[src/hdl/ptri_pkg.sv]
`default_nettype none
// ----------------------------------------------------------------------------
// ptri_pkg
// Shared types and codes for the polygon fan triangulator.
// ----------------------------------------------------------------------------
package ptri_pkg;

	localparam int unsigned WORD_W     = 16;
	localparam int unsigned TOTAL_W    = 32;
	localparam int unsigned QUEUE_AW   = 2;
	localparam int unsigned QUEUE_DEPTH = 1 << QUEUE_AW;
	localparam logic [WORD_W-1:0] MIN_VERTS = 16'd3;

	localparam logic [1:0] KIND_TRIANGLE = 2'd0;
	localparam logic [1:0] KIND_DONE     = 2'd1;
	localparam logic [1:0] KIND_ERROR    = 2'd2;

	localparam logic [1:0] ERR_NONE      = 2'd0;
	localparam logic [1:0] ERR_POINT     = 2'd1;
	localparam logic [1:0] ERR_SURFACE   = 2'd2;
	localparam logic [1:0] ERR_CHUNK_END = 2'd3;

	localparam logic CFG_POINT_COUNT   = 1'b0;
	localparam logic CFG_SURFACE_COUNT = 1'b1;

	typedef enum logic [3:0] {
		PH_COUNT = 4'b0001,
		PH_INDEX = 4'b0010,
		PH_SURF  = 4'b0100,
		PH_DROP  = 4'b1000
	} phase_t;

	typedef struct packed {
		logic [1:0]        kind;
		logic [WORD_W-1:0] vertex_a;
		logic [WORD_W-1:0] vertex_b;
		logic [WORD_W-1:0] vertex_c;
		logic [WORD_W-1:0] surface;
		logic [WORD_W-1:0] tri_count;
		logic [1:0]        error_code;
	} ptri_item_t;

endpackage
`default_nettype wire

[src/hdl/ptri_front.sv]
`default_nettype none
// ----------------------------------------------------------------------------
// ptri_front
// Parses the polygon word stream, checks indices and surfaces, and
// produces one classified item per word that causes a result.
// ----------------------------------------------------------------------------
module ptri_front import ptri_pkg::*; #(
	parameter int unsigned MAX_SURFACES = 256
) (
	input  wire logic              clk,
	input  wire logic              arst_n,
	input  wire logic              accept,
	input  wire logic [WORD_W-1:0] word,
	input  wire logic              chunk_end,
	input  wire logic [15:0]       point_count,
	input  wire logic [8:0]        surface_count,
	output logic                   item_valid,
	output ptri_item_t             item
);

	phase_t            phase_q, phase_d;
	logic [WORD_W-1:0] left_q, left_d;
	logic [WORD_W-1:0] seen_q, seen_d;
	logic [WORD_W-1:0] first_q, first_d;
	logic [WORD_W-1:0] prev_q, prev_d;
	logic              degen_q, degen_d;
	logic              raise;
	logic [1:0]        raise_code;
	logic              bad_surface;

	assign bad_surface = (word == '0) || (word > {7'd0, surface_count})
		|| (word > WORD_W'(MAX_SURFACES));

	always_comb begin
		phase_d    = phase_q;
		left_d     = left_q;
		seen_d     = seen_q;
		first_d    = first_q;
		prev_d     = prev_q;
		degen_d    = degen_q;
		raise      = 1'b0;
		raise_code = ERR_NONE;
		item_valid = 1'b0;
		item       = '0;
		unique case (phase_q)
			PH_COUNT: begin
				left_d  = word;
				seen_d  = '0;
				first_d = '0;
				prev_d  = '0;
				degen_d = (word < MIN_VERTS);
				phase_d = (word == '0) ? PH_SURF : PH_INDEX;
				if (chunk_end) begin
					raise      = 1'b1;
					raise_code = ERR_CHUNK_END;
				end
			end
			PH_INDEX: begin
				if (!degen_q && (word >= point_count)) begin
					raise      = 1'b1;
					raise_code = ERR_POINT;
				end else begin
					if (!degen_q && (seen_q == '0)) begin
						first_d = word;
					end
					prev_d = word;
					seen_d = seen_q + 1'b1;
					left_d = left_q - 1'b1;
					if (left_d == '0) begin
						phase_d = PH_SURF;
					end
					if (chunk_end) begin
						raise      = 1'b1;
						raise_code = ERR_CHUNK_END;
					end else if (!degen_q && (seen_q >= 16'd2)) begin
						item_valid    = 1'b1;
						item.kind     = KIND_TRIANGLE;
						item.vertex_a = first_q;
						item.vertex_b = prev_q;
						item.vertex_c = word;
					end
				end
			end
			PH_SURF: begin
				phase_d = PH_COUNT;
				if (!degen_q) begin
					if (bad_surface) begin
						raise      = 1'b1;
						raise_code = ERR_SURFACE;
					end else begin
						item_valid     = 1'b1;
						item.kind      = KIND_DONE;
						item.surface   = word - 1'b1;
						item.tri_count = seen_q - 16'd2;
					end
				end
			end
			PH_DROP: begin
				if (chunk_end) begin
					phase_d = PH_COUNT;
				end
			end
			default: begin
				phase_d = PH_COUNT;
			end
		endcase
		if (raise) begin
			item_valid      = 1'b1;
			item            = '0;
			item.kind       = KIND_ERROR;
			item.error_code = raise_code;
			phase_d         = chunk_end ? PH_COUNT : PH_DROP;
		end
		if (!accept) begin
			item_valid = 1'b0;
		end
	end

	always_ff @(posedge clk or negedge arst_n) begin
		if (!arst_n) begin
			phase_q <= PH_COUNT;
			left_q  <= '0;
			seen_q  <= '0;
			first_q <= '0;
			prev_q  <= '0;
			degen_q <= 1'b0;
		end else if (accept) begin
			phase_q <= phase_d;
			left_q  <= left_d;
			seen_q  <= seen_d;
			first_q <= first_d;
			prev_q  <= prev_d;
			degen_q <= degen_d;
		end
	end

endmodule
`default_nettype wire

[config.mk]
export PLATFORM = sky130hd
export DESIGN_NAME = ptri_front
export DESIGN_NICKNAME = d
export VERILOG_FILES = /design/src/hdl/ptri_pkg.sv /design/src/hdl/ptri_front.sv
export SDC_FILE = /design/constraint.sdc
export NUM_CORES = 1
export LEC_CHECK = 0
export ABC_AREA = 1
export BUFFER_PORTS_ARGS = -buffer_cell sky130_fd_sc_hd__buf_2
export CAP_MARGIN = 20
export CORE_MARGIN = 5
export CORE_UTILIZATION = 50
export DETAILED_ROUTE_END_ITERATION = 10
export PLACE_DENSITY = 0.75
export SLEW_MARGIN = 25
export SYNTH_ARGS = -nofsm -noshare
export SYNTH_HDL_FRONTEND = slang
export SYNTH_SLANG_ARGS = --single-unit
[constraint.sdc]
create_clock -name clk -period 2.55 [get_ports clk]
set_clock_uncertainty 0.1 [all_clocks]
set_input_delay 0.1275 -clock clk [delete_from_list [all_inputs] [get_ports clk]]
set_output_delay 0.1275 -clock clk [all_outputs]
set_load 0.005 [all_outputs]
==> impl_metrics.yaml <==
run_status:
  status: "finished, final reports clean"
power_and_ir_drop:
  combPwrFrac: 0.474
  p_leak_nw: 3.58
  ir_drop_mv: 0.809
  swShare: 0.457
  pwr-share-clk: 0.178
  intPower_mw: 2.70
  seqPwrFrac: 0.348
  powerDensity_nw_per_um2: 737
  p_switching_mw: 2.27
die:
  die_area_um2: 13400
  start_util: 0.513
  die_w_um: 116
  core.rowCount: 38
  core-area_um2: 10900
  die_y_um: 116
  io_pins: 130
logic_synthesis:
  yosysUniqueCellTypes: 43
  synth_top_area_frac: 0.305
  ys_ff_latch: 69
  synthesis.area_per_instance_um2: 6.93
  syn_area_um2: 5590
  yosysTopAreaCell: "dfrtp_1"
  yosysMostFrequentCell: "nand2_1"
  synthTopCellsByCount: "nand2_1 (178), inv_1 (120), nor2_1 (113)"
  async_flop_share: 1.00
  synth_edf_count: 0
  seq_area_frac_synth: 0.309
  ys.flop_type: "dfrtp_1"
  synthTopCellsByArea: "dfrtp_1 (30%), nand2_1 (12%), inv_1 (8.1%)"
  ys_warn_count: 0
  syn_inst: 806
clock_tree:
  clk_path_buf_depth: 2
  cts_buffers: 9
  clkSlewWorstSetupHoldPaths_ns: 0.09
  cts_root_buffer: "clkbuf_8"
  cts_tree: "done"
  cts.htree.levels: 3
  clk_latency_ns: 0.37
  cts_sinks: 69
drt:
  final_antenna_net_count: 0
  drcViolationCount: 0
  wire_per_inst_um: 14.2
  vias: 5556
  wl_um: 15600
  drt-initial-drc-count: 422
  vias_per_cell: 5.09
  drt_first_pass_iters: 5
final_layout:
  final_cells: 1092
  fin_nets: 1026
  num_antenna_cells: 0
  area_growth_pct: 20.8
  drive_above_1_share: 0.245
grt:
  grt_pass1_wl_um: 25600
  antenna_found_initial: 0
  grt_max_degree: 43
  grt-ovfl-total: 0
  grt_pass1_vias: 5201
  grt.total_usage: 0.240
critical_path:
  start_kind: "flip-flop"
  crit_fanout: 5
  required_ns: 2.32
  crit_arrival_ns: 2.20
  path_class: "reg2out"
  critPathCaptureType: "primary output"
  reg2reg_depth: 12
sta:
  fmax_ghz: 0.412
  setup_viol: 0
  finalCritPeriodShare: 0.953
  worst_slack_ns: 0.120
  slew_violations: 0
  period_minus_slack_ns: 2.43
  hold_violations: 0
  worst_slew_pin_slew_ns: 0.725
  grt_setup_unrepaired: "true"
  slew_headroom: 0.517
min_path:
  hp-class: "in2reg"
  min_path_cells: 3
place:
  placed_cells: 1062
  dp_hpwl_um: 11900
  pre_cts_ws_ns: 0.128
  gp_congestion: 0.932
  io_buffers: 125
run:
  drv_cap: 0
[area by class of cell]
class | instances | area, µm²
Clock inverter | 7 | 62.6
Multi-Input combinational cell | 581 | 3220
Clock buffer | 9 | 124
Tap cell | 140 | 175
Fill cell | 1027 | 4140
Sequential cell | 69 | 1730
Inverter | 127 | 482
Timing Repair Buffer | 159 | 957
[per-layer routing]
layer,share of wire,vias to the layer above,GRT usage
met5,0,-,0
met4,0.025,0,0.0812
met3,0.060,31,0.0407
met2,0.48,165,0.399
met1,0.44,2541,0.319
li1,-,2819,-
[through the flow]
stage | area, µm² | setup TNS (ns) | util | hold WS [ns] | power (mW)
floorplan | 5600 | 0 | - | -0.268 | 3.42
finish | 6750 | 0 | 0.620 | 0.0199 | 4.97
detailed placement | 6370 | 0 | 0.585 | 0.115 | 4.00
global route | 6750 | -0.00822 | 0.620 | 0.0371 | 5.41
CTS | 6670 | 0 | 0.613 | 0.00555 | 4.90
global placement | 6370 | 0 | 0.585 | 0.111 | 3.96
[sequential cells by signal (all words and copies together), names as in the netlist]
signal and count:
degen_q 1, first_q 16, left_q 16, phase_q 4
prev_q 16, seen_q 16
[power groups by stage]
stage / Clock, mW / Sequential (mW) / Combinational, mW
2_1_floorplan: 0 / 1.68 / 1.74
3_3_place_gp: 0 / 1.73 / 2.23
3_5_place_dp: 0 / 1.74 / 2.26
4_1_cts: 0.898 / 1.72 / 2.28
5_1_grt: 0.949 / 1.78 / 2.68
6_report: 0.885 / 1.73 / 2.36
[kinds of logic after synthesis]
logic type | after synthesis | share of synthesized area
flops | 69 | 0.309
simple gates | 406 | 0.335
fa+ha+maj | 34 | 0.0761
buf+inv | 159 | 0.125
xor+xnor | 31 | 0.0486
other cells | 1 | 0.000671
compound gates | 106 | 0.106
[final timing paths]
kind	endpoint	slack (ns)	from
worst max-delay path	item[17]	0.12	seen_q[1]$_DFFE_PN0P_
worst min-delay path	first_q[6]$_DFFE_PN0P_	0.02	word[6]
worst max register to register	phase_q[2]$_DFFE_PN0P_	0.31	left_q[0]$_DFFE_PN0P_
worst min register to register	phase_q[0]$_DFFE_PN1P_	0.38	phase_q[0]$_DFFE_PN1P_
max in group asynchronous	prev_q[7]$_DFFE_PN0P_	1.42	arst_n
min in group asynchronous	prev_q[1]$_DFFE_PN0P_	0.25	arst_n
[critical path, cell delays in order (launching register included)]
cell and delay (ns):
dfrtp_2 0.44, inv_2 0.09, ha_2 0.21, nand3_2 0.10
nor3_1 0.14, inv_1 0.09, nor2_2 0.12, inv_2 0.07
nor3_2 0.19, nand2_1 0.07, a21oi_1 0.13, nor2_1 0.05
buf_2 0.14
[repair_timing]
item	in CTS	in global routing
setup buffers	0	3
resized for setup	3	18
setup endpoints to repair	32	51
pin swaps	0	3
hold buffers	11	0
hold endpoints to repair	35	0
[cell usage in the layout (no fill, tap or decap), types with 7 or more instances in the layout]
cell	count
nand2_2	8
a21oi_1	20
inv_2	7
clkbuf_8	9
inv_1	118
nor2_4	13
nor2_1	107
ha_1	33
o211ai_1	11
nand2_1	178
nor3_1	12
o22ai_1	11
buf_2	125
nand4_1	12
o21ai_0	44
o21ai_1	13
xor2_1	28
nand3_1	38
dlygate4sd3_1	11
dfrtp_1	65
nor2_2	19
buf_4	18
Power figures use the tool's default switching activity.
