File: src/hdl/ptri_pkg.sv
`default_nettype none
// ----------------------------------------------------------------------------
// ptri_pkg
// Shared types and codes for the polygon fan triangulator.
// ----------------------------------------------------------------------------
package ptri_pkg;

	localparam int unsigned WORD_W     = 16;
	localparam int unsigned TOTAL_W    = 32;
	localparam int unsigned QUEUE_AW   = 2;
	localparam int unsigned QUEUE_DEPTH = 1 << QUEUE_AW;
	localparam logic [WORD_W-1:0] MIN_VERTS = 16'd3;

	localparam logic [1:0] KIND_TRIANGLE = 2'd0;
	localparam logic [1:0] KIND_DONE     = 2'd1;
	localparam logic [1:0] KIND_ERROR    = 2'd2;

	localparam logic [1:0] ERR_NONE      = 2'd0;
	localparam logic [1:0] ERR_POINT     = 2'd1;
	localparam logic [1:0] ERR_SURFACE   = 2'd2;
	localparam logic [1:0] ERR_CHUNK_END = 2'd3;

	localparam logic CFG_POINT_COUNT   = 1'b0;
	localparam logic CFG_SURFACE_COUNT = 1'b1;

	typedef enum logic [3:0] {
		PH_COUNT = 4'b0001,
		PH_INDEX = 4'b0010,
		PH_SURF  = 4'b0100,
		PH_DROP  = 4'b1000
	} phase_t;

	typedef struct packed {
		logic [1:0]        kind;
		logic [WORD_W-1:0] vertex_a;
		logic [WORD_W-1:0] vertex_b;
		logic [WORD_W-1:0] vertex_c;
		logic [WORD_W-1:0] surface;
		logic [WORD_W-1:0] tri_count;
		logic [1:0]        error_code;
	} ptri_item_t;

endpackage
`default_nettype wire

File: src/hdl/ptri_queue.sv
`default_nettype none
// ----------------------------------------------------------------------------
// ptri_queue
// Short first-in first-out queue of classified items between the front
// and back parts.
// ----------------------------------------------------------------------------
module ptri_queue import ptri_pkg::*; (
	input  wire logic       clk,
	input  wire logic       arst_n,
	input  wire logic       wr_en,
	input  wire ptri_item_t wr_item,
	input  wire logic       rd_en,
	output logic            rd_valid,
	output ptri_item_t      rd_item,
	output logic            full
);

	ptri_item_t          entry_q [QUEUE_DEPTH];
	logic [QUEUE_AW-1:0] wr_ptr_q;
	logic [QUEUE_AW-1:0] rd_ptr_q;
	logic [QUEUE_AW:0]   count_q;

	assign rd_valid = (count_q != '0);
	assign rd_item  = entry_q[rd_ptr_q];
	assign full     = (count_q == (QUEUE_AW+1)'(QUEUE_DEPTH));

	always_ff @(posedge clk) begin
		if (wr_en) begin
			entry_q[wr_ptr_q] <= wr_item;
		end
	end

	always_ff @(posedge clk or negedge arst_n) begin
		if (!arst_n) begin
			wr_ptr_q <= '0;
			rd_ptr_q <= '0;
			count_q  <= '0;
		end else begin
			if (wr_en) begin
				wr_ptr_q <= wr_ptr_q + 1'b1;
			end
			if (rd_en) begin
				rd_ptr_q <= rd_ptr_q + 1'b1;
			end
			case ({wr_en, rd_en})
				2'b10:   count_q <= count_q + 1'b1;
				2'b01:   count_q <= count_q - 1'b1;
				default: count_q <= count_q;
			endcase
		end
	end

endmodule
`default_nettype wire

File: config.mk
export PLATFORM = sky130hd
export DESIGN_NAME = ptri_queue
export DESIGN_NICKNAME = d
export VERILOG_FILES = /design/src/hdl/ptri_pkg.sv /design/src/hdl/ptri_queue.sv
export SDC_FILE = /design/constraint.sdc
export NUM_CORES = 1
export LEC_CHECK = 0
export BUFFER_PORTS_ARGS = -buffer_cell sky130_fd_sc_hd__buf_2
export CORE_MARGIN = 2
export CORE_UTILIZATION = 45
export DETAILED_ROUTE_END_ITERATION = 8
export HOLD_SLACK_MARGIN = 0.06
export SLEW_MARGIN = 0
export SYNTH_ARGS = -nofsm -noshare
export SYNTH_HDL_FRONTEND = slang
export SYNTH_SLANG_ARGS = --single-unit
File: constraint.sdc
create_clock -name clk -period 6.7 [get_ports clk]
set_input_delay 0.335 -clock clk [delete_from_list [all_inputs] [get_ports clk]]
set_output_delay 0.335 -clock clk [all_outputs]
set_load 0.02 [all_outputs]
==> run metrics, run 1 <==
run status=finished clean; Buf/Inv on CP=2; Total GRT Usage=16.3%; WL per Instance=20.5 µm; Peak Freq=0.284 GHz; # DRC=0; most frequent cells in the layout=336 x edfxtp_1, 173 x buf_2, 84 x mux4_2; total CTS buffers=36; Post-CTS Hold Buffers=82; CTS clk-pin slew, worst paths=60 ps; final core occ=57.0%; Resized cells post-CTS=0; cells after synthesis=475; combined area of the multi-input logic cells=2100 µm²; hold depth=1; Synth area leaders=edfxtp_1 80%, mux4_2 15%, dfrtp_1 1.4%, buf_12 0.80%, ha_1 0.50%; largest area contributor in the synthesized netlist=edfxtp_1; Routability Congestion=0.719; drt total wl=23.8 mm; setup TNS=0 ps; row cnt=61; synthesis-to-finish area growth=25.3%; final hold violation count=0; Reg area=10300 µm²; Synth top area share=80.3%; Initial Util=45.5%; Slew Limit Headroom=23.7%; GRT overflow=0; CP Data Required Time=6360 ps; number of global-route vias before repair=6327; unique cell type count in the Yosys netlist=20; I/O Buffers=173; CTS max path bufs=3; Crit Path Category=flop to output pin; leakage=5.44 nW; Die W=171 µm; CTS root buffer=clkbuf_16; full die area=29300 µm²; RSZ-0062 raised after global routing=false; via count=5881; core area=27600 µm²; Fin Clk Skew=11.3 ps; CTS tree=built; Routed Antenna Nets=0; Final Net Count=849; Final Max Tran Viols=0; PD cells=441 nW/µm²; layout cells sized above 1=40.4%; post-DP HPWL=13.4 mm; CP Launch Point=rd_ptr_q[0]; worst ir drop on vdd=0.000351 V; Worst Path Max Fanout=44; Critical Path Slowest Stage Cell=dfrtp_4; initial DRC count=393; clk_lat worst skew=500 ps; CP max stage delay=1020 ps; # clock sinks=343; Setup crit end kind=output pin; R2R setup slack=4370 ps; CP Depth=3; Top Family by Delay on Critical Path=flip-flops; largest net degree at the start of global routing=75; most common cell after layout, fill and taps aside=edfxtp_1; CP cell instances=buf_4, mux4_2, buf_2; worst hold start=wr_item[62]; Max Cap Viol=0; startpoint type of the worst setup path=flop; worst hold path class=input pin to flop; register area share after synthesis=81.7%; first-pass GRT wire length=35.4 mm; Top Ports=174; R2R cell count=4; Die H=171 µm; 1st-pass router iterations=4; mean post-synth cell area=26.4 µm²; minimum clock period=3530 ps; final critical-path share of the clock period=52.6%; Final Setup Violations=0; Filler cells=2123; setup bufs post-CTS=0; initial antenna violation count=1; # H-tree levels=2; via density per instance=5.08; pin slew with the least headroom to its limit=1140 ps; Mapped Area=12600 µm²; Worst EP arrival=3190 ps; YS warnings=0; Reg-to-Reg Start=wr_ptr_q[0]; Synth Net Count=569; FF+latch count, synth=343
[flip-flops by register name, summed over array words and instances, names as in the netlist]
| name | count |
|---|---|
| entry_q | 336 |
| count_q | 3 |
| wr_ptr_q | 2 |
| rd_ptr_q | 2 |
[metal layers]
| metal | vias up | track usage [%] | share of wire [%] | wire (µm) |
|---|---|---|---|---|
| met4 | 0 | 4.53 | 1.8 | 431 |
| met5 | - | 0 | 0 | 0 |
| met2 | 154 | 27.2 | 50 | 11900 |
| li1 | 2600 | - | - | - |
| met1 | 3093 | 21.8 | 43 | 10200 |
| met3 | 34 | 3.59 | 5.1 | 1210 |
[worst register-to-register path, delay by kind of cell, from the launching register on]
kind                     cells  cell delay (ps)
AND/OR/NAND/NOR              1              490
adder cells (fa/ha/maj)      1              150
buffers and inverters        2              870
flip-flops                   1              420
[power by group]
part           internal (W)  total [W]  switching, W  leakage (nW)
logic              0.000849    0.00204       0.00119          1.72
registers           0.00281    0.00299      0.000176          3.17
clock network       0.00116    0.00191      0.000749         0.547
[cells by family (layout without fill, tap and decap cells)]
logic type / Yosys count / count (layout) / synth area share [%]
DFF: 343 / 343 / 81.7
muxes: 85 / 85 / 15.1
buffers and inverters: 25 / 329 / 1.63
and+or+nand+nor: 9 / 9 / 0.389
adders and majority gates: 6 / 6 / 0.657
xor gates and xnor gates: 6 / 6 / 0.418
AOI/OAI and AO/OA: 1 / 1 / 0.0398
other: 0 / 1 / 0
[path summary, 6_finish.rpt]
| path | to |
|---|---|
| max in group asynchronous | rd_ptr_q[0] |
| max reg2reg | entry_q[0][47] |
| min in group asynchronous | count_q[2] |
| min | entry_q[2][62] |
| min reg2reg | count_q[2] |
| max | rd_item[32] |
[layout make-up]
type                       count  area share (%)
antenna                        1          0.0159
clock buffer                  43            6.03
inverter                       6           0.143
timing repair buffer         261            11.0
multi-input combinational    107            13.3
sequential                   343            65.3
tap                          378            3.01
clock inverter                19            1.19
[metrics by stage]
stage | cells | hold slack, ps | area [µm²] | total power [W] | worst slack [ps]
finish | 1158 | 86.7 | 15700 | 0.00694 | 3170
global route | 1158 | 77.3 | 15700 | 0.00727 | 2850
CTS | 1157 | 66.2 | 15700 | 0.00706 | 3010
global placement | 1013 | 174 | 13800 | 0.00505 | 3570
detailed placement | 1013 | 183 | 13800 | 0.00511 | 3550
floorplan | 475 | 39.4 | 12600 | 0.00449 | 3670
[synth_stat cells]
library cell    n
and3_1          1
xnor2_1         2
dfrtp_1         7
mux2i_1         1
buf_6           1
buf_12          5
edfxtp_1      336
inv_1           6
buf_2           6
o21ai_0         1
xor2_1          4
mux4_2         84
buf_1           3
buf_4           4
fa_1            1
or3_1           1
and2_1          4
nor2_1          1
nand2_1         2
ha_1            5
No activity file was read; power rests on OpenSTA's default activity.
==> inputs of run 2 (changes only) <==
--- a/config.mk
+++ b/config.mk
@@ -5,6 +5,7 @@
 export SDC_FILE = /design/constraint.sdc
 export NUM_CORES = 1
 export LEC_CHECK = 0
+export ABC_AREA = 1
 export BUFFER_PORTS_ARGS = -buffer_cell sky130_fd_sc_hd__buf_2
 export CORE_MARGIN = 2
 export CORE_UTILIZATION = 45
==> constraint.sdc (replaced) <==
create_clock -name clk -period 3.3 [get_ports clk]
set_input_delay 0.165 -clock clk [delete_from_list [all_inputs] [get_ports clk]]
set_output_delay 0.165 -clock clk [all_outputs]
set_load 0.02 [all_outputs]
==> run metrics, run 2 <==
run status=finished clean; CP cell instances=buf_4, o211ai_1, nand2_1, buf_2; # H-tree levels=2; top flop regs=entry_q x336, count_q x3; total CTS buffers=36; worst ir drop on vdd=0.000563 V; M1 WL=12.3 mm; Initial Util=45.5%; combined area of the multi-input logic cells=2410 µm²; FF+latch count, synth=343; first-pass GRT wire length=44.6 mm; WL per Instance=16.2 µm; pin slew with the least headroom to its limit=739 ps; Reg area=10300 µm²; initial antenna violation count=1; minimum clock period=2500 ps; CP Launch Point=rd_ptr_q[0]; startpoint type of the worst setup path=flop; Die W=179 µm; via count=8333; CTS max path bufs=3; most frequent cells in the layout=336 x edfxtp_1, 263 x nand2_1, 177 x inv_1; Post-synth ARST share=2.04%; Routability Congestion=0.696; post-DP HPWL=15.9 mm; largest area contributor in the synthesized netlist=edfxtp_1; Filler cells=2547; Crit Path Category=flop to output pin; Synth Net Count=1123; max reg flops=336; Max Cap Viol=0; setup TNS=0 ps; full die area=32200 µm²; Most used DFF post-synth=edfxtp_1; Slew Limit Headroom=50.7%; core area=30400 µm²; final hold violation count=0; Top Metal Used=met4; setup bufs post-CTS=0; unique cell type count in the Yosys netlist=19; synthesis-to-finish area growth=22.1%; mean post-synth cell area=13.5 µm²; final critical-path share of the clock period=75.6%; PD cells=892 nW/µm²; Reg-to-Reg Start=wr_ptr_q[0]; CP Depth=4; CTS clk-pin slew, worst paths=60 ps; R2R cell count=5; overall power=0.0151 W; layout cells sized above 1=18.8%; Total GRT Usage=17.4%; Mapped Area=13900 µm²; clk_lat worst skew=500 ps; initial DRC count=496; Final Setup Violations=0; Top Family by Delay on Critical Path=flip-flops; CTS tree=built; drt total wl=27.6 mm; CP endpoint=rd_item[40]; # DRC=0; Top Ports=174; Post-synth EDFFs=336; GRT overflow=0; # clock sinks=343; Worst EP arrival=2330 ps; Fin Clk Skew=13.9 ps; via density per instance=4.88; Biggest register=entry_q; worst hold path class=input pin to flop; YS warnings=0; Buf/Inv on CP=2; CP max stage delay=900 ps; Critical Path Slowest Stage Cell=dfrtp_4; Routed Antenna Nets=0; CP Data Required Time=3130 ps; leakage=6.80 nW; RSZ-0062 raised after global routing=false; R2R setup slack=1400 ps; 1st-pass router iterations=6; Synth top area share=72.8%; WL met3=1.21 mm; number of global-route vias before repair=8419; most common cell after layout, fill and taps aside=edfxtp_1; CTS root buffer=clkbuf_16; largest net degree at the start of global routing=68; cells after synthesis=1029; Resized cells post-CTS=0; Synth area leaders=edfxtp_1 73%, o211ai_1 8.9%, nand2_1 7.1%, inv_1 4.9%, buf_6 2.7%; row cnt=64; Setup crit end kind=output pin; commonest cells in the netlist=336 x edfxtp_1, 263 x nand2_1, 181 x inv_1; register area share after synthesis=74.1%; I/O Buffers=173; count leader, synth=edfxtp_1; RR Endpoint=entry_q[0][51]; Worst Path Max Fanout=67; Final Net Count=1383; Detail Route met2 WL=13.6 mm; Die H=179 µm; Final Max Tran Viols=0; Peak Freq=0.401 GHz
==> run 2: logic make-up (layout without fill, tap and decap cells) <==
kind of cell / Yosys count / after routing / share of synthesized area (%)
adder cells (fa/ha/maj): 6 / 6 / 0.596
other: 0 / 1 / 0
buffers and inverters: 239 / 522 / 8.53
AND/OR/NAND/NOR: 267 / 267 / 7.28
XOR/XNOR: 4 / 4 / 0.253
flip-flops: 343 / 343 / 74.1
AO/OA/AOI/OAI: 170 / 170 / 9.28
==> run 2: worst min-delay path by stage <==
stage,start,cells past startpoint,end
5_1_grt,wr_item[78],2,entry_q[0][78]
3_3_place_gp,arst_n,1,count_q[2]
6_report,wr_item[70],2,entry_q[2][70]
4_1_cts,wr_item[21],2,entry_q[0][21]
2_1_floorplan,arst_n,0,count_q[0]
3_5_place_dp,arst_n,1,count_q[2]
==> run 2: final cells by class <==
cell class                 instances  area share, %
antenna                            1         0.0148
clock buffer                      49           5.80
tap                              396           2.93
multi-input combinational        447           14.3
inverter                         182           4.10
timing repair buffer             279           11.7
sequential                       343           60.7
clock inverter                    12          0.466
==> run 2: worst reg2reg max path, stage by stage (launching register included) <==
cell and delay [ps]:
dfrtp_1 420, inv_1 100, ha_1 140, nand2_1 80, inv_4 480, buf_4 370
==> run 2: repair_timing <==
action                     4_1_cts  5_1_grt
hold buffers                    88        0
setup endpoints to repair        0        0
hold endpoints to repair       347        0
==> run 2: per-layer routing <==
layer	track usage, %	vias to the layer above
met2	30.0	177
met4	4.55	0
li1	-	4092
met5	0	-
met3	3.02	41
met1	22.8	4023
==> run 2: where the power goes <==
part	internal [W]	switching [W]
clock	0.00215	0.00153
combinational	0.00171	0.00360
sequential	0.00570	0.000415
total	0.00955	0.00555
==> run 2: through the flow <==
stage	utilization (%)	hold WS [ps]	setup WS, ps	instances	instance area, µm²
after global placement	49.2	14.0	1320	1559	15000
after global routing	55.6	407	629	1708	16900
after CTS	55.6	392	757	1708	16900
after detailed placement	49.2	9.00	1300	1559	15000
after floorplan	-	-131	553	1029	13900
final	55.6	415	805	1709	16900
